`src/rtl/gfc_pkg.sv`:
```
// ----------------------------------------------------------------------------
// gfc_pkg
// Shared types and constants of the frame compositor: item layouts,
// configuration record, register indexes and interlace pass tables.
// ----------------------------------------------------------------------------
package gfc_pkg;

    // palette depth and counter width
    localparam int PALETTE_ENTRIES = 256;
    localparam int PAL_AW          = (PALETTE_ENTRIES > 1) ? $clog2(PALETTE_ENTRIES) : 1;
    localparam int COORD_BITS      = 16;

    // colour word constants
    localparam logic [7:0] ALPHA_OPAQUE = 8'hff;

    // input item: palette write or pixel index
    typedef struct packed {
        logic       mode;
        logic [7:0] palette_slot;
        logic [7:0] red;
        logic [7:0] green;
        logic [7:0] blue;
        logic [7:0] color_index;
    } t_in_item;

    // result item: one canvas pixel write
    typedef struct packed {
        logic [31:0] pixel_address;
        logic [31:0] pixel_word;
        logic        write_enable;
        logic        frame_last;
    } t_out_item;

    // item modes
    localparam logic MODE_PALETTE = 1'b0;
    localparam logic MODE_PIXEL   = 1'b1;

    // configuration register indexes
    typedef enum logic [2:0] {
        REG_FRAME_LEFT   = 3'd0,
        REG_FRAME_TOP    = 3'd1,
        REG_FRAME_WIDTH  = 3'd2,
        REG_FRAME_HEIGHT = 3'd3,
        REG_CANVAS_WIDTH = 3'd4,
        REG_TRANSP_INDEX = 3'd5,
        REG_BG_INDEX     = 3'd6,
        REG_FRAME_FLAGS  = 3'd7
    } t_reg_idx;

    // frame flag bits
    localparam int FLAG_TRANSP    = 0;
    localparam int FLAG_CONTROL   = 1;
    localparam int FLAG_INTERLACE = 2;

    // configuration record
    typedef struct packed {
        logic [15:0] frame_left;
        logic [15:0] frame_top;
        logic [15:0] frame_width;
        logic [15:0] frame_height;
        logic [15:0] canvas_width;
        logic [7:0]  transparent_index;
        logic [7:0]  background_index;
        logic [2:0]  frame_flags;
    } t_cfg;

    // address part computed at the raster stage
    typedef struct packed {
        logic [31:0] row_base;
        logic [16:0] col_sum;
        logic        last;
    } t_addr_part;

    // interlace passes: first row and row step
    localparam logic [3:0] PASS_FIRST [4] = '{4'd0, 4'd4, 4'd2, 4'd1};
    localparam logic [3:0] PASS_STEP  [4] = '{4'd8, 4'd8, 4'd4, 4'd2};

endpackage

```
`src/rtl/gfc_top_unused_guard.sv`:
```
// ----------------------------------------------------------------------------
// gfc_colour
// Colour stage: forms the ABGR word, opaque unless the pixel is skipped, from
// the palette read and the transparency and range flags of the pixel.
// ----------------------------------------------------------------------------
module gfc_colour
    import gfc_pkg::*;
(
    input  logic [23:0] i_bgr,
    input  logic        i_skip,
    input  logic        i_black,
    output logic [31:0] o_word
);

    // skipped pixels carry a zero word, out-of-range entries read black
    always_comb begin
        if (i_skip) begin
            o_word = '0;
        end else if (i_black) begin
            o_word = {ALPHA_OPAQUE, 24'd0};
        end else begin
            o_word = {ALPHA_OPAQUE, i_bgr};
        end
    end

endmodule

```
`config.mk`:
```
export PLATFORM = sky130hd
export DESIGN_NAME = gfc_colour
export DESIGN_NICKNAME = d
export VERILOG_FILES = /design/src/rtl/gfc_pkg.sv /design/src/rtl/gfc_top_unused_guard.sv
export SDC_FILE = /design/constraint.sdc
export NUM_CORES = 1
export LEC_CHECK = 0
export CORE_AREA = 2 2 39 41
export DETAILED_ROUTE_END_ITERATION = 6
export DIE_AREA = 0 0 41 43
export DONT_BUFFER_PORTS = 1
export PLACE_DENSITY_LB_ADDON = 0.25
export SLEW_MARGIN = 20
export SYNTH_ARGS = -nofsm -noshare
export SYNTH_HDL_FRONTEND = slang
export SYNTH_SLANG_ARGS = --single-unit
```
`constraint.sdc`:
```
create_clock -name vclk -period 0.8
set_input_delay 0.04 -clock vclk [all_inputs]
set_output_delay 0.04 -clock vclk [all_outputs]
set_load 0.05 [all_outputs]
```
==> results of run 1 <==
==> layout make-up <==
type,instances,area [um2]
Fill cell,131,840.8
Multi-Input combinational cell,24,300.3
Inverter,1,7.507
Timing Repair Buffer,26,215.2
Tap cell,16,20.02
==> cells in the final DEF, fill, tap and decap left out <==
cell        netlist  routed
buf_4             7      25
clkinvlp_4        0       1
buf_16            0       1
nor3b_2          20      24
==> cells by family (layout without fill, tap and decap cells) <==
logic type	after synthesis	after routing	share of synthesized area (%)
buf+inv	13	27	28.66
simple gates	24	24	71.34
==> metrics by stage <==
| step | util, % | TNS (ns) | total power [mW] | instance area, um2 | hold slack, ns |
|---|---|---|---|---|---|
| 2_1_floorplan | - | -5.642 | 0.4378 | 459.2 | 0.1815 |
| 3_3_place_gp | 39.24 | 0 | 0.4165 | 543.0 | 0.2783 |
| 3_5_place_dp | 39.24 | 0 | 0.4181 | 543.0 | 0.2788 |
| 4_1_cts | 39.24 | 0 | 0.4187 | 543.0 | 0.2791 |
| 5_1_grt | 39.24 | 0 | 0.4294 | 543.0 | 0.2800 |
| 6_report | 39.24 | 0 | 0.4158 | 543.0 | 0.2767 |
==> worst max-delay path by stage <==
stage / depth (start not counted) / endpoint / startpoint / slack, ns
after floorplan: 3 / o_word[10] / i_skip / -0.22
after global placement: 2 / o_word[24] / i_skip / 0.25
after detailed placement: 2 / o_word[26] / i_skip / 0.25
after CTS: 2 / o_word[26] / i_skip / 0.25
after global routing: 2 / o_word[26] / i_skip / 0.23
final: 2 / o_word[26] / i_skip / 0.25
==> layer usage <==
metal / GRT usage (%) / routed length, um / vias to the layer above
met2: 23.13 / 580 / 37
met4: 0 / 0 / 0
met5: 0 / 0 / -
li1: - / - / 150
met1: 8.228 / 250 / 150
met3: 4.188 / 183 / 0
==> power breakdown <==
group | total (mW) | switching [mW] | internal (mW) | leakage [nW]
Clock | 0 | 0 | 0 | 0
Combinational | 0.416 | 0.286 | 0.130 | 0.219
Sequential | 0 | 0 | 0 | 0
Total | 0.416 | 0.286 | 0.130 | 0.219
==> qor.csv, run 1 <==
metric,value,unit
status,"complete, no violations",
pwr dens,765.7,mW/mm2
vias in the first global route,352,
# hold bufs at CTS,0,
CP endpoint kind,primary output,
Reg area,0,um2
CP top delay family,buffers and inverters,
YS warnings,0,
DP Wirelength,816.5,um
critical path arrival,0.51,ns
number of setup buffers added after CTS,0,
Final Hold Violating Endpoints,0,
initial antenna violation count,0,
Synth Instances,37,
wire per inst,15.12,um
Worst Path Required,0.76,ns
Area Overhead vs Synth,38.22,%
Hold Crit Class,input pin to primary output,
FFs & Latches,0,
gr ovfl total,0,
Max Transition Viols Final,0,
largest net degree at the start of global routing,26,
Tmin final,0.5517,ns
drc violations,0,
Mapped Area,392.9,um2
post-cts gate resize count,0,
nets,79,
initial DRC count,2,
WS Path Type,input pin to primary output,
Startpoint Class,input pin,
Hold Path Sink,o_word[8],
PnR worst setup slack,0.2483,ns
RSZ-0062 raised after global routing,no,
Leak,0.2192,nW
Highest Clock Rate,1.813,GHz
total track usage,10.79,%
post-synth top area share,63.69,%
slowest CP cell,buf_4,
top post-synthesis cells by count,"nor3b_2, buf_4, buf_6",
largest cells by area after synthesis,"nor3b_2, buf_6, buf_4",
final number of setup-violating endpoints,0,
cell total after placement,67,
share of cells above drive strength 1,100.0,%
CP max stage delay,0.38,ns
Mean Syn Cell Area,10.62,um2
"Seq/Total Area, Yosys",0,%
max_cap viols,0,
FP Rows,14,
DR pass1 iterations,2,
Finished Layout Cells,67,
Vias/cell,5.030,
Port Buffers,0,
min-delay src,i_skip,
DIE AREA,0.001763,mm2
clkbuf count,0,
Max transition margin,72.80,%
Slew @ Worst Pin,0.4114,ns
critical path buffer and inverter count,2,
ANT cells,0,
post-route ant nets,0,
first-pass GRT wire length,1386,um
I/O pins,58,
Final GP Congestion,0.6859,
Mapped Nets,63,
period utilisation layout,68.96,%
CP Cell Sequence,clkinvlp_4 > buf_4,
chip width,41,um
Hold Crit Depth,2,
crit-path max FO,25,
library cells used by synthesis,5,
Setup WS pre-CTS,0.2500,ns
top-count cell post-synth,nor3b_2,
Synth area leader,nor3b_2,
Detailed Route WL,1013,um
core area,0.001384,mm2
Die Ht,43,um
vias,337,
initial core utilization,28.39,%
VDD IR max,0.0002936,V
No activity file was read; power rests on OpenSTA's default activity.
==> run 2: changes to the inputs <==
- ABC_AREA: not set -> 1
==> run 2 against run 1 <==
Utilization grew 16 points. Largest cell class is now non-clock buffers. Cell count grew 39%. Largest power group unchanged. Global-route usage grew 1.3 points. Die area is the same. Critical path type unchanged. Hold slack lost 0.031 ns. Worst setup slack lost 0.095 ns.
==> qor.csv, run 2 <==
metric,value,unit,change
first-pass GRT wire length,1614,um,was 1386 um
Hold Crit Class,input pin to primary output,,unchanged
clkbuf count,0,,unchanged
FP Rows,14,,unchanged
Detailed Route WL,957,um,was 1013 um
design area,762.0,um2,was 543.0 um2
DP Wirelength,813.5,um,was 816.5 um
DRT met1 WL,311,um,was 250 um
top post-synthesis cells by count,"nand2_1, nor2_1, nor2_2",,"was nor3b_2, buf_4, buf_6"
Mean Syn Cell Area,5.772,um2,was 10.62 um2
largest net degree at the start of global routing,26,,unchanged
Leak,0.3213,nW,was 0.2192 nW
Startpoint Class,input pin,,unchanged
post-route ant nets,0,,unchanged
Highest Clock Rate,1.546,GHz,was 1.813 GHz
largest cells by area after synthesis,"nor2_2, nand2_2, buf_4",,"was nor3b_2, buf_6, buf_4"
core area,0.001384,mm2,unchanged
Finished Layout Cells,93,,was 67
chip width,41,um,unchanged
Max Transition Viols Final,0,,unchanged
pwr dens,747.6,mW/mm2,was 765.7 mW/mm2
Max transition margin,90.81,%,was 72.80%
PnR Total Power,0.5697,mW,was 0.4158 mW
initial DRC count,6,,was 2
wire per inst,10.29,um,was 15.12 um
share of cells above drive strength 1,75.32,%,was 100.0%
Mapped Nets,88,,was 63
# hold bufs at CTS,0,,unchanged
status,"complete, no violations",,unchanged
WS Path Type,input pin to primary output,,unchanged
ANT cells,0,,unchanged
Final Hold Violating Endpoints,0,,unchanged
post-cts gate resize count,0,,unchanged
initial antenna violation count,0,,unchanged
most frequent cells in the layout,"buf_12, nor2_2, nand2_1, nand2_2",,"was buf_4, nor3b_2, clkinvlp_4, buf_16"
YS warnings,0,,unchanged
gr ovfl total,0,,unchanged
Die Ht,43,um,unchanged
DR pass1 iterations,4,,was 2
PnR worst setup slack,0.1534,ns,was 0.2483 ns
vias in the first global route,364,,was 352
DIE AREA,0.001763,mm2,unchanged
CP endpoint kind,primary output,,unchanged
number of setup buffers added after CTS,0,,unchanged
Slew @ Worst Pin,0.1376,ns,was 0.4114 ns
Util after Layout,55.06,%,was 39.24%
Routed met2 length,582,um,was 580 um
Vias/cell,4.215,,was 5.030
critical path launch point,i_black,,was i_skip
nets,105,,was 79
"Seq/Total Area, Yosys",0,%,unchanged
Fillers,121,,was 131
RSZ-0062 raised after global routing,no,,unchanged
post-synth top area share,19.23,%,was 63.69%
Tmin final,0.6466,ns,was 0.5517 ns
Worst Path Required,0.76,ns,about the same
initial core utilization,25.86,%,was 28.39%
Final GP Congestion,0.6148,,was 0.6859
"most common cell after layout, fill and taps aside",buf_12,,was buf_4
Synth Instances,62,,was 37
Area Overhead vs Synth,112.9,%,was 38.22%
drc violations,0,,unchanged
Setup WS pre-CTS,0.1407,ns,was 0.2500 ns
critical path arrival,0.61,ns,was 0.51 ns
vias,392,,was 337
top-count cell post-synth,nand2_1,,was nor3b_2
library cells used by synthesis,10,,was 5
DP Area,762.0,um2,was 543.0 um2
Synth area leader,nor2_2,,was nor3b_2
max_cap viols,0,,unchanged
Reg area,0,um2,unchanged
top layer in use,met3,,unchanged
crit path to,o_word[18],,was o_word[26]
Final TNS setup,0,ns,unchanged
Mapped Area,357.8,um2,was 392.9 um2
final number of setup-violating endpoints,0,,unchanged
crit-path max FO,24,,was 25
VDD IR max,0.0003611,V,was 0.0002936 V
FFs & Latches,0,,unchanged
Port Buffers,0,,unchanged
total track usage,12.09,%,was 10.79%
I/O pins,58,,unchanged
routed wl met3,63,um,was 183 um
Fin Hold WS,0.2458,ns,was 0.2767 ns
period utilisation layout,80.83,%,was 68.96%
cell total after placement,93,,was 67
==> run 2: cell count changes after synthesis <==
cell,change
buf_8,+1
buf_4,+1
buf_6,-3
inv_2,+1
nand2_1,+14
nor2_1,+13
nor3b_2,-20
nand2_2,+10
buf_12,+1
nor3b_1,-4
nor2_2,+11
==> run 2: where the power goes <==
part | switching (mW) | internal [mW]
combinational | 0.350 | 0.220
clock | 0 | 0
sequential | 0 | 0
==> run 2: layout make-up <==
class / instances / area [um2] / area share (%)
inverters: 2 / 11.26 / 1.478
multi-input cells: 48 / 252.7 / 33.17
well taps: 16 / 20.02 / 2.627
repair buffers: 27 / 478.0 / 62.73
==> run 2: worst max-delay path, stage by stage <==
cell and delay (ns):
inv_2 0.04, buf_12 0.16, nand2_1 0.08, nor2_2 0.13, buf_12 0.15
==> run 2: worst min-delay path by stage <==
stage,startpoint,to,slack (ns),depth (start not counted)
global route,i_skip,o_word[10],0.25,2
detailed placement,i_skip,o_word[9],0.25,2
CTS,i_skip,o_word[9],0.25,2
global placement,i_skip,o_word[4],0.25,2
finish,i_skip,o_word[9],0.25,2
floorplan,i_bgr[10],o_word[10],0.23,2
==> run 2: routing by layer <==
metal | vias up | global-route usage, %
li1 | 203 | -
met1 | 172 | 14.56
met2 | 17 | 22.81
met3 | 0 | 0.5236
met4 | 0 | 0.6667
met5 | - | 0
==> run 2: logic make-up (layout without fill, tap and decap cells) <==
| family | Yosys count | after routing | share of synthesized area (%) |
|---|---|---|---|
| buffers and inverters | 14 | 29 | 34.96 |
| and+or+nand+nor | 48 | 48 | 65.04 |
