$ cat src/rtl/gfc_pkg.sv
// ----------------------------------------------------------------------------
// gfc_pkg
// Shared types and constants of the frame compositor: item layouts,
// configuration record, register indexes and interlace pass tables.
// ----------------------------------------------------------------------------
package gfc_pkg;

    // palette depth and counter width
    localparam int PALETTE_ENTRIES = 256;
    localparam int PAL_AW          = (PALETTE_ENTRIES > 1) ? $clog2(PALETTE_ENTRIES) : 1;
    localparam int COORD_BITS      = 16;

    // colour word constants
    localparam logic [7:0] ALPHA_OPAQUE = 8'hff;

    // input item: palette write or pixel index
    typedef struct packed {
        logic       mode;
        logic [7:0] palette_slot;
        logic [7:0] red;
        logic [7:0] green;
        logic [7:0] blue;
        logic [7:0] color_index;
    } t_in_item;

    // result item: one canvas pixel write
    typedef struct packed {
        logic [31:0] pixel_address;
        logic [31:0] pixel_word;
        logic        write_enable;
        logic        frame_last;
    } t_out_item;

    // item modes
    localparam logic MODE_PALETTE = 1'b0;
    localparam logic MODE_PIXEL   = 1'b1;

    // configuration register indexes
    typedef enum logic [2:0] {
        REG_FRAME_LEFT   = 3'd0,
        REG_FRAME_TOP    = 3'd1,
        REG_FRAME_WIDTH  = 3'd2,
        REG_FRAME_HEIGHT = 3'd3,
        REG_CANVAS_WIDTH = 3'd4,
        REG_TRANSP_INDEX = 3'd5,
        REG_BG_INDEX     = 3'd6,
        REG_FRAME_FLAGS  = 3'd7
    } t_reg_idx;

    // frame flag bits
    localparam int FLAG_TRANSP    = 0;
    localparam int FLAG_CONTROL   = 1;
    localparam int FLAG_INTERLACE = 2;

    // configuration record
    typedef struct packed {
        logic [15:0] frame_left;
        logic [15:0] frame_top;
        logic [15:0] frame_width;
        logic [15:0] frame_height;
        logic [15:0] canvas_width;
        logic [7:0]  transparent_index;
        logic [7:0]  background_index;
        logic [2:0]  frame_flags;
    } t_cfg;

    // address part computed at the raster stage
    typedef struct packed {
        logic [31:0] row_base;
        logic [16:0] col_sum;
        logic        last;
    } t_addr_part;

    // interlace passes: first row and row step
    localparam logic [3:0] PASS_FIRST [4] = '{4'd0, 4'd4, 4'd2, 4'd1};
    localparam logic [3:0] PASS_STEP  [4] = '{4'd8, 4'd8, 4'd4, 4'd2};

endpackage

$ cat src/rtl/gfc_raster.sv
// ----------------------------------------------------------------------------
// gfc_raster
// Frame position counters with interlaced row order, and the registered
// row base and column sum of the canvas address.
// ----------------------------------------------------------------------------
module gfc_raster
    import gfc_pkg::*;
(
    input  logic       i_clk,
    input  logic       i_rst_n,
    input  t_cfg       i_cfg,
    input  logic       i_step,
    output t_addr_part o_part
);

    logic [COORD_BITS-1:0] r_col;
    logic [COORD_BITS-1:0] r_rows;
    logic [COORD_BITS-1:0] r_target;
    logic [1:0]            r_pass;
    t_addr_part            r_part;

    logic [COORD_BITS-1:0] n_col;
    logic [COORD_BITS-1:0] n_rows;
    logic [COORD_BITS-1:0] n_target;
    logic [1:0]            n_pass;

    logic [15:0] width;
    logic [15:0] height;
    logic        row_end;
    logic        last;
    logic [16:0] row_sum;
    logic [32:0] row_prod;
    logic [16:0] il_row;
    logic [1:0]  il_pass;

    // zero sizes act as one
    assign width  = (i_cfg.frame_width == '0) ? 16'd1 : i_cfg.frame_width;
    assign height = (i_cfg.frame_height == '0) ? 16'd1 : i_cfg.frame_height;

    // row and frame end
    assign row_end = (17'(r_col) + 17'd1) >= 17'(width);
    assign last    = row_end && ((17'(r_rows) + 17'd1) >= 17'(height));

    // address pieces of the current pixel
    assign row_sum  = 17'(i_cfg.frame_top) + 17'(r_target);
    assign row_prod = 33'(row_sum) * 33'(i_cfg.canvas_width);

    // next interlaced row, skipping passes that start past the frame
    always_comb begin
        il_pass = r_pass;
        il_row  = 17'(r_target) + 17'(PASS_STEP[r_pass]);
        for (int k = 0; k < 3; k++) begin
            if (il_row >= 17'(height) && il_pass != 2'd3) begin
                il_pass = il_pass + 2'd1;
                il_row  = 17'(PASS_FIRST[il_pass]);
            end
        end
    end

    // counter update
    always_comb begin
        n_col    = r_col;
        n_rows   = r_rows;
        n_target = r_target;
        n_pass   = r_pass;
        if (last) begin
            n_col    = '0;
            n_rows   = '0;
            n_target = '0;
            n_pass   = '0;
        end else if (row_end) begin
            n_col  = '0;
            n_rows = r_rows + COORD_BITS'(1);
            if (i_cfg.frame_flags[FLAG_INTERLACE]) begin
                n_target = il_row[COORD_BITS-1:0];
                n_pass   = il_pass;
            end else begin
                n_target = r_target + COORD_BITS'(1);
            end
        end else begin
            n_col = r_col + COORD_BITS'(1);
        end
    end

    always_ff @(posedge i_clk) begin
        if (!i_rst_n) begin
            r_col    <= '0;
            r_rows   <= '0;
            r_target <= '0;
            r_pass   <= '0;
        end else if (i_step) begin
            r_col    <= n_col;
            r_rows   <= n_rows;
            r_target <= n_target;
            r_pass   <= n_pass;
        end
    end

    // address stage register
    always_ff @(posedge i_clk) begin
        if (i_step) begin
            r_part.row_base <= row_prod[31:0];
            r_part.col_sum  <= 17'(i_cfg.frame_left) + 17'(r_col);
            r_part.last     <= last;
        end
    end

    assign o_part = r_part;

endmodule

$ cat config.mk
export PLATFORM = sky130hd
export DESIGN_NAME = gfc_raster
export DESIGN_NICKNAME = d
export VERILOG_FILES = /design/src/rtl/gfc_pkg.sv /design/src/rtl/gfc_raster.sv
export SDC_FILE = /design/constraint.sdc
export NUM_CORES = 1
export LEC_CHECK = 0
export BUFFER_PORTS_ARGS = -buffer_cell sky130_fd_sc_hd__buf_4
export CAP_MARGIN = 20
export CORE_MARGIN = 4
export CORE_UTILIZATION = 58
export CTS_BUF_LIST = sky130_fd_sc_hd__clkbuf_8
export CTS_CLUSTER_SIZE = 28
export DETAILED_ROUTE_END_ITERATION = 16
export PLACE_DENSITY = 0.78
export SKIP_CTS_REPAIR_TIMING = 1
export SYNTH_ARGS = -nofsm -noshare
export SYNTH_HDL_FRONTEND = slang
export SYNTH_SLANG_ARGS = --single-unit
export TNS_END_PERCENT = 1
$ cat constraint.sdc
create_clock -name i_clk -period 19.06 [get_ports i_clk]
set_input_delay 1.906 -clock i_clk [delete_from_list [all_inputs] [get_ports i_clk]]
set_output_delay 1.906 -clock i_clk [all_outputs]
set_load 0.02 [all_outputs]
==> qor.json, run 1 <==
{
  "utilization": {"value": 0.6495},
  "num_rows": {"value": 62},
  "main_combinational_cell_family_by_area_after_synthesis": {"value": "adder cells"},
  "cts-root-to-sink-buffers": {"value": 2},
  "maximum_net_fanout_on_the_critical_path": {"value": 16},
  "grt_overflow_total": {"value": 0},
  "vias_per_cell": {"value": 5.896},
  "tritoncts": {"value": "built"},
  "worstMarginPinSlew": {"value": 1.109, "unit": "ns"},
  "synth_area_leaders": {"value": "fa_1 24%, ha_1 17%, edfxtp_1 8.7%"},
  "die-width": {"value": 180.6, "unit": "µm"},
  "most_numerous_cell_on_the_critical_path": {"value": "fa_1"},
  "post_synth_most_frequent_cells": {"value": "304 x inv_1, 254 x nand2_1, 232 x ha_1"},
  "worst_min_delay_path_category": {"value": "reg -> reg"},
  "dp_hpwl": {"value": 34.85, "unit": "mm"},
  "timing.final.setup_violations": {"value": 0},
  "detailedRoute.firstPassIterationCount": {"value": 6},
  "numCtsBuffers": {"value": 9},
  "worst_skew_pair.late_latency": {"value": 0.42, "unit": "ns"},
  "synthDominantCellAreaShare": {"value": 0.2433},
  "power.total": {"value": 2.547, "unit": "mW"},
  "cts.htree.levels": {"value": 3},
  "clk_pin_slew": {"value": 0.14, "unit": "ns"},
  "synthMostInstantiatedCell": {"value": "inv_1"},
  "wire_length_of_the_first_global_routing_pass": {"value": 72.66, "unit": "mm"},
  "critical_path_class": {"value": "in -> reg"},
  "share_of_total_power_in_sequential_cells": {"value": 0.145},
  "ir_drop": {"value": 131.8, "unit": "µV"},
  "slowest_cell_delay_on_critical_path": {"value": 0.89, "unit": "ns"},
  "synth_top_area_cell": {"value": "fa_1"},
  "io_buffers": {"value": 133},
  "grt_antenna_before_repair": {"value": 1},
  "globalplace.congestion": {"value": 0.9516},
  "design.die.area": {"value": 32610, "unit": "µm²"},
  "layout.nets": {"value": 2613},
  "clkSinkCount": {"value": 100},
  "finalCritPeriodShare": {"value": 0.5564},
  "synthXorXnorAreaFrac": {"value": 0.05070},
  "syn_nets": {"value": 2521},
  "total_wire_length": {"value": 44.10, "unit": "mm"},
  "worstHoldPathCells": {"value": 2},
  "synth_area": {"value": 17280, "unit": "µm²"},
  "vias": {"value": 14499},
  "muxShareOfSynthArea": {"value": 0.006011},
  "final_layout_size_suffix_gt1_frac": {"value": 0.09740},
  "max_freq": {"value": 94.30, "unit": "MHz"},
  "synth_compound_gate_area_share": {"value": 0.1217},
  "critical_path_required_time": {"value": 19.23, "unit": "ns"},
  "dominantRegCellSynth": {"value": "edfxtp_1"},
  "yosysSeqAreaShare": {"value": 0.1448},
  "antenna_left": {"value": 0},
  "net_sw_frac": {"value": 0.5008},
  "hold_viol": {"value": 0},
  "power_per_cell_area": {"value": 135.2, "unit": "nW/µm²"},
  "number_of_top_level_pins": {"value": 152},
  "first_iter_violations": {"value": 1013},
  "first_global_vias": {"value": 15044},
  "start_util": {"value": 0.5955},
  "wl_per_cell": {"value": 17.93, "unit": "µm"},
  "synth.yosys.warnings": {"value": 0},
  "crit_path_top_delay_cell": {"value": "o31ai_1"},
  "internal_power": {"value": 1.272, "unit": "mW"},
  "total_leakage_power": {"value": 9.455, "unit": "nW"},
  "overall_die_height": {"value": 180.6, "unit": "µm"},
  "endpoint_kind": {"value": "flip-flop"},
  "clock_tree.root_cell": {"value": "clkbuf_8"},
  "synthArstFlopShare": {"value": 0},
  "share_clk_of_total_power": {"value": 0.057},
  "run_status": {"value": "complete, no violations"},
  "power_switching": {"value": 1.276, "unit": "mW"},
  "final_period_minus_worst_setup_slack": {"value": 10.60, "unit": "ns"},
  "number_of_synthesized_flops_with_an_enable_pin": {"value": 50},
  "synthDistinctLibCells": {"value": 79},
  "max_cap_violations": {"value": 0},
  "core_area": {"value": 29010, "unit": "µm²"},
  "totalNegativeSetupSlack": {"value": 0, "unit": "ns"},
  "setup_repair_after_global_routing_missed_its_margin": {"value": "no"},
  "worst_setup_path_start_kind": {"value": "input pin"},
  "groute.usage.overall": {"value": 0.2697},
  "final_cell_area": {"value": 18840, "unit": "µm²"},
  "post-route-drc-count": {"value": 0},
  "yosys_register_bits": {"value": 100},
  "adder_and_majority_gate_portion_of_the_synthesized_area": {"value": 0.4114},
  "worst_clock_skew": {"value": 0.04434, "unit": "ns"},
  "final-max-slew-violation-count": {"value": 0},
  "power.combinational.fraction": {"value": 0.797},
  "worst-r2r-cell-count": {"value": 37},
  "grt_start_max_net_pins": {"value": 67},
  "area.growth.synth_to_final": {"value": 9.067, "unit": "%"},
  "dpl_cell_area": {"value": 18640, "unit": "µm²"},
  "cp.arrival": {"value": 10.77, "unit": "ns"},
  "postSynthCellCount": {"value": 1977},
  "slew_headroom": {"value": 0.2581},
  "syn-mean-instance-area": {"value": 8.739, "unit": "µm²"},
  "synth_simple_gate_area_frac": {"value": 0.1844}
}
==> per-layer routing <==
layer | track usage | up-vias | wire, µm
met2 | 0.4640 | 595 | 21430
met1 | 0.3407 | 7070 | 17680
li1 | - | 6720 | -
met5 | 0 | - | 0
met4 | 0.1149 | 0 | 1844
met3 | 0.03876 | 114 | 3143
==> worst max-delay path, delay by kind of cell <==
kind | cells | cell delay (ns)
xor gates and xnor gates | 2 | 0.91
AOI/OAI and AO/OA | 11 | 3.22
and+or+nand+nor | 2 | 0.31
adders and majority gates | 9 | 4.02
buffers and inverters | 6 | 0.40
==> cells by family (layout without fill, tap and decap cells) <==
kind of cell | count (synthesis) | count (layout)
mux | 10 | 10
xor+xnor | 100 | 100
buf+inv | 370 | 467
other cells | 0 | 1
flops | 100 | 100
simple gates | 648 | 648
compound gates | 307 | 307
fa+ha+maj | 442 | 442
==> state kept, by name, indices dropped and copies added, names as in the netlist <==
register  count
r_rows       16
r_col        16
r_pass        2
o_part       50
r_target     16
==> through the flow <==
stage / hold slack (ns) / setup slack [ns] / cells
global placement: 0.5042 / 8.328 / 2442
detailed placement: 0.5137 / 8.167 / 2442
finish: 0.5289 / 8.456 / 2459
global route: 0.5667 / 8.079 / 2459
CTS: 0.5320 / 8.592 / 2458
floorplan: 0.4775 / 9.699 / 1977
==> path summary, 6_finish.rpt <==
| kind | from | endpoint | slack (ns) |
|---|---|---|---|
| worst max-delay path | i_cfg[67] | o_part[48] | 8.46 |
| worst min register to register | r_col[14] | r_col[14] | 0.53 |
| worst min-delay path | r_col[14] | r_col[14] | 0.53 |
| worst max register to register | r_pass[0] | r_target[11] | 9.39 |
==> layout by cell type, fill, tap and decap left out, types with 27 or more instances in the layout <==
cell and count:
a21oi_1 76, and2_1 88, and3_1 33, buf_4 146, dfxtp_1 50, edfxtp_1 50
fa_1 210, ha_1 232, inv_1 304, nand2_1 254, nand3_1 48, nor2_1 94
nor3_1 27, o21ai_0 57, xnor2_1 69, xor2_1 27
==> power groups by stage <==
stage	Combinational [mW]	Sequential (mW)	Clock (mW)
after floorplan	1.44	0.420	0
after global placement	1.95	0.375	0
after detailed placement	2.00	0.375	0
after CTS	2.02	0.370	0.149
after global routing	2.28	0.374	0.157
final	2.03	0.370	0.146
==> final cells by class <==
class                      instances  area, µm²
multi-input combinational       1507      13420
fill                            2415      10170
sequential                       100       2502
inverter                         305       1145
timing repair buffer             146       1096
tap                              384      480.5
clock buffer                       9      123.9
clock inverter                     7      76.32
antenna                            1      2.502
Note: power is estimated with default switching activity, not from simulation.
==> run 2, diff against run 1 <==
CORE_UTILIZATION = 57   (was 58)
PLACE_DENSITY = 0.8   (was 0.78)
clock period = 9.3 ns   (was 19.06 ns; I/O delays follow)
==> qor.json, run 2 (synthesis gave the netlist of run 1 again) <==
{
  "run_status": {"value": "complete, no violations"},
  "totalNegativeSetupSlack": {"value": 0, "unit": "ns", "change": "unchanged"},
  "globalplace.congestion": {"value": 0.9268, "change": "-2.6%"},
  "power_per_cell_area": {"value": 275.7, "unit": "nW/µm²", "change": "+100%"},
  "groute.usage.overall": {"value": 0.2735, "change": "+0.003829"},
  "dp_hpwl": {"value": 35.35, "unit": "mm", "change": "+1.4%"},
  "slowest_cell_delay_on_critical_path": {"value": 0.47, "unit": "ns", "change": "-0.42 ns"},
  "final_layout_size_suffix_gt1_frac": {"value": 0.1003, "change": "+0.002940"},
  "area.growth.synth_to_final": {"value": 9.487, "unit": "%"},
  "maximum_net_fanout_on_the_critical_path": {"value": 9, "change": "-7"},
  "endpoint_kind": {"value": "flip-flop"},
  "cts-root-to-sink-buffers": {"value": 2, "change": "unchanged"},
  "tritoncts": {"value": "built"},
  "first_iter_violations": {"value": 1304, "change": "+29%"},
  "ir_drop": {"value": 282.5, "unit": "µV", "change": "+110%"},
  "number_of_top_level_pins": {"value": 152, "change": "unchanged"},
  "io_buffers": {"value": 133, "change": "unchanged"},
  "commonest_cells_after_routing_fill_and_taps_aside": {"value": "306 x inv_1, 254 x nand2_1, 232 x ha_1"},
  "worst_min_delay_path_category": {"value": "reg -> reg"},
  "utilization": {"value": 0.6348, "change": "-0.01464"},
  "layout.nets": {"value": 2622, "change": "+0.34%"},
  "wire_length_of_the_first_global_routing_pass": {"value": 74.29, "unit": "mm", "change": "+2.2%"},
  "total_wire_length": {"value": 44.25, "unit": "mm", "change": "+0.34%"},
  "final-max-slew-violation-count": {"value": 0, "change": "unchanged"},
  "worst-r2r-cell-count": {"value": 36, "change": "-2.7%"},
  "wl_per_cell": {"value": 17.89, "unit": "µm", "change": "-0.26%"},
  "core_area": {"value": 29800, "unit": "µm²", "change": "+2.7%"},
  "max_cap_violations": {"value": 0, "change": "unchanged"},
  "crit_path_top_delay_cell": {"value": "dfxtp_1"},
  "max_freq": {"value": 114.8, "unit": "MHz"},
  "antenna_left": {"value": 0, "change": "unchanged"},
  "grt_antenna_before_repair": {"value": 1, "change": "unchanged"},
  "final_period_minus_worst_setup_slack": {"value": 8.709, "unit": "ns"},
  "vias_per_cell": {"value": 5.824, "change": "-1.2%"},
  "start_util": {"value": 0.5798, "change": "-0.01565"},
  "critical_path_class": {"value": "reg -> reg"},
  "hold_viol": {"value": 0, "change": "unchanged"},
  "grt_start_max_net_pins": {"value": 67, "change": "unchanged"},
  "fill_cells": {"value": 2495, "change": "+3.3%"},
  "most_numerous_cell_on_the_critical_path": {"value": "ha_1"},
  "design.die.area": {"value": 33160, "unit": "µm²", "change": "+1.7%"},
  "clkSinkCount": {"value": 100, "change": "unchanged"},
  "setup_repair_after_global_routing_missed_its_margin": {"value": "no"},
  "numCtsBuffers": {"value": 9, "change": "unchanged"},
  "clock_tree.root_cell": {"value": "clkbuf_8"},
  "grt_overflow_total": {"value": 0, "change": "unchanged"},
  "worst_skew_pair.late_latency": {"value": 0.42, "unit": "ns", "change": "about the same"},
  "worstMarginPinSlew": {"value": 1.121, "unit": "ns", "change": "+0.01179 ns"},
  "critical_path_required_time": {"value": 9.60, "unit": "ns", "change": "-9.63 ns"},
  "finalCritPeriodShare": {"value": 0.9364},
  "overall_die_height": {"value": 182.1, "unit": "µm", "change": "+0.83%"},
  "post-route-drc-count": {"value": 0, "change": "unchanged"},
  "final.hold.worst_slack": {"value": 0.5399, "unit": "ns", "change": "+0.01098 ns"},
  "vias": {"value": 14409, "change": "-0.62%"},
  "cp.arrival": {"value": 9.01, "unit": "ns", "change": "-1.76 ns"},
  "clk_pin_slew": {"value": 0.11, "unit": "ns", "change": "-0.03 ns"},
  "worstHoldPathCells": {"value": 1, "change": "-1"},
  "total_leakage_power": {"value": 9.494, "unit": "nW", "change": "+0.42%"},
  "cts.htree.levels": {"value": 3, "change": "unchanged"},
  "layout_commonest_cell": {"value": "inv_1"},
  "num_rows": {"value": 63, "change": "+1.6%"},
  "largest_register_ff_count": {"value": 50, "change": "unchanged"},
  "first_global_vias": {"value": 15038, "change": "-0.040%"},
  "die-width": {"value": 182.1, "unit": "µm", "change": "+0.83%"},
  "slew_headroom": {"value": 0.2472, "change": "-0.01089"},
  "timing.final.setup_violations": {"value": 0, "change": "unchanged"},
  "worst_setup_path_start_kind": {"value": "flip-flop"},
  "worst_clock_skew": {"value": 0.02095, "unit": "ns", "change": "-0.02339 ns"},
  "detailedRoute.firstPassIterationCount": {"value": 7, "change": "+1"}
}
==> run 2: per-layer routing <==
| metal | vias to the layer above | part of all wire | global-route usage |
|---|---|---|---|
| li1 | 6742 | - | - |
| met1 | 6932 | 0.41 | 0.3500 |
| met2 | 627 | 0.49 | 0.4682 |
| met3 | 108 | 0.074 | 0.04863 |
| met4 | 0 | 0.030 | 0.09637 |
| met5 | - | 0 | 0 |
==> run 2: area by class of cell <==
type | instances | area (µm²) | area share
Antenna cell | 1 | 2.502 | 0.0001323
Clock buffer | 10 | 137.6 | 0.007276
Clock inverter | 6 | 66.31 | 0.003506
Inverter | 305 | 1145 | 0.06052
Multi-Input combinational cell | 1507 | 13410 | 0.7090
Sequential cell | 100 | 2502 | 0.1323
Tap cell | 390 | 488.0 | 0.02580
Timing Repair Buffer | 155 | 1164 | 0.06152
==> run 2: critical path: cells and delay by family (launching register included) <==
kind	cells	cell delay, ns
flops	1	0.47
simple gates	10	1.85
buf+inv	4	0.37
mux	2	0.65
xor+xnor	1	0.28
fa+ha+maj	6	1.86
compound gates	13	3.10
==> run 2: worst paths after layout <==
| kind | from | to | slack [ns] |
|---|---|---|---|
| worst min register to register | r_rows[1] | r_rows[1] | 0.54 |
| worst max register to register | r_pass[0] | r_target[14] | 0.59 |
| worst min-delay path | r_rows[1] | r_rows[1] | 0.54 |
| worst max-delay path | r_pass[0] | r_target[14] | 0.59 |
==> run 2: power breakdown <==
group          total [mW]  switching [mW]  internal, mW
registers           0.758          0.0193         0.739
clock network       0.319           0.185         0.134
logic                4.14            2.37          1.77
total                5.21            2.57          2.64
==> run 2: through the flow <==
stage / power, mW / cells / instance area (µm²) / setup WS (ns)
floorplan: 3.817 / 1977 / 17280 / 0.9154
global placement: 4.716 / 2456 / 18690 / 0.3476
detailed placement: 4.847 / 2457 / 18690 / 0.2241
CTS: 5.209 / 2473 / 18900 / 0.2063
global route: 5.806 / 2474 / 18920 / 0.01742
finish: 5.214 / 2474 / 18920 / 0.5912
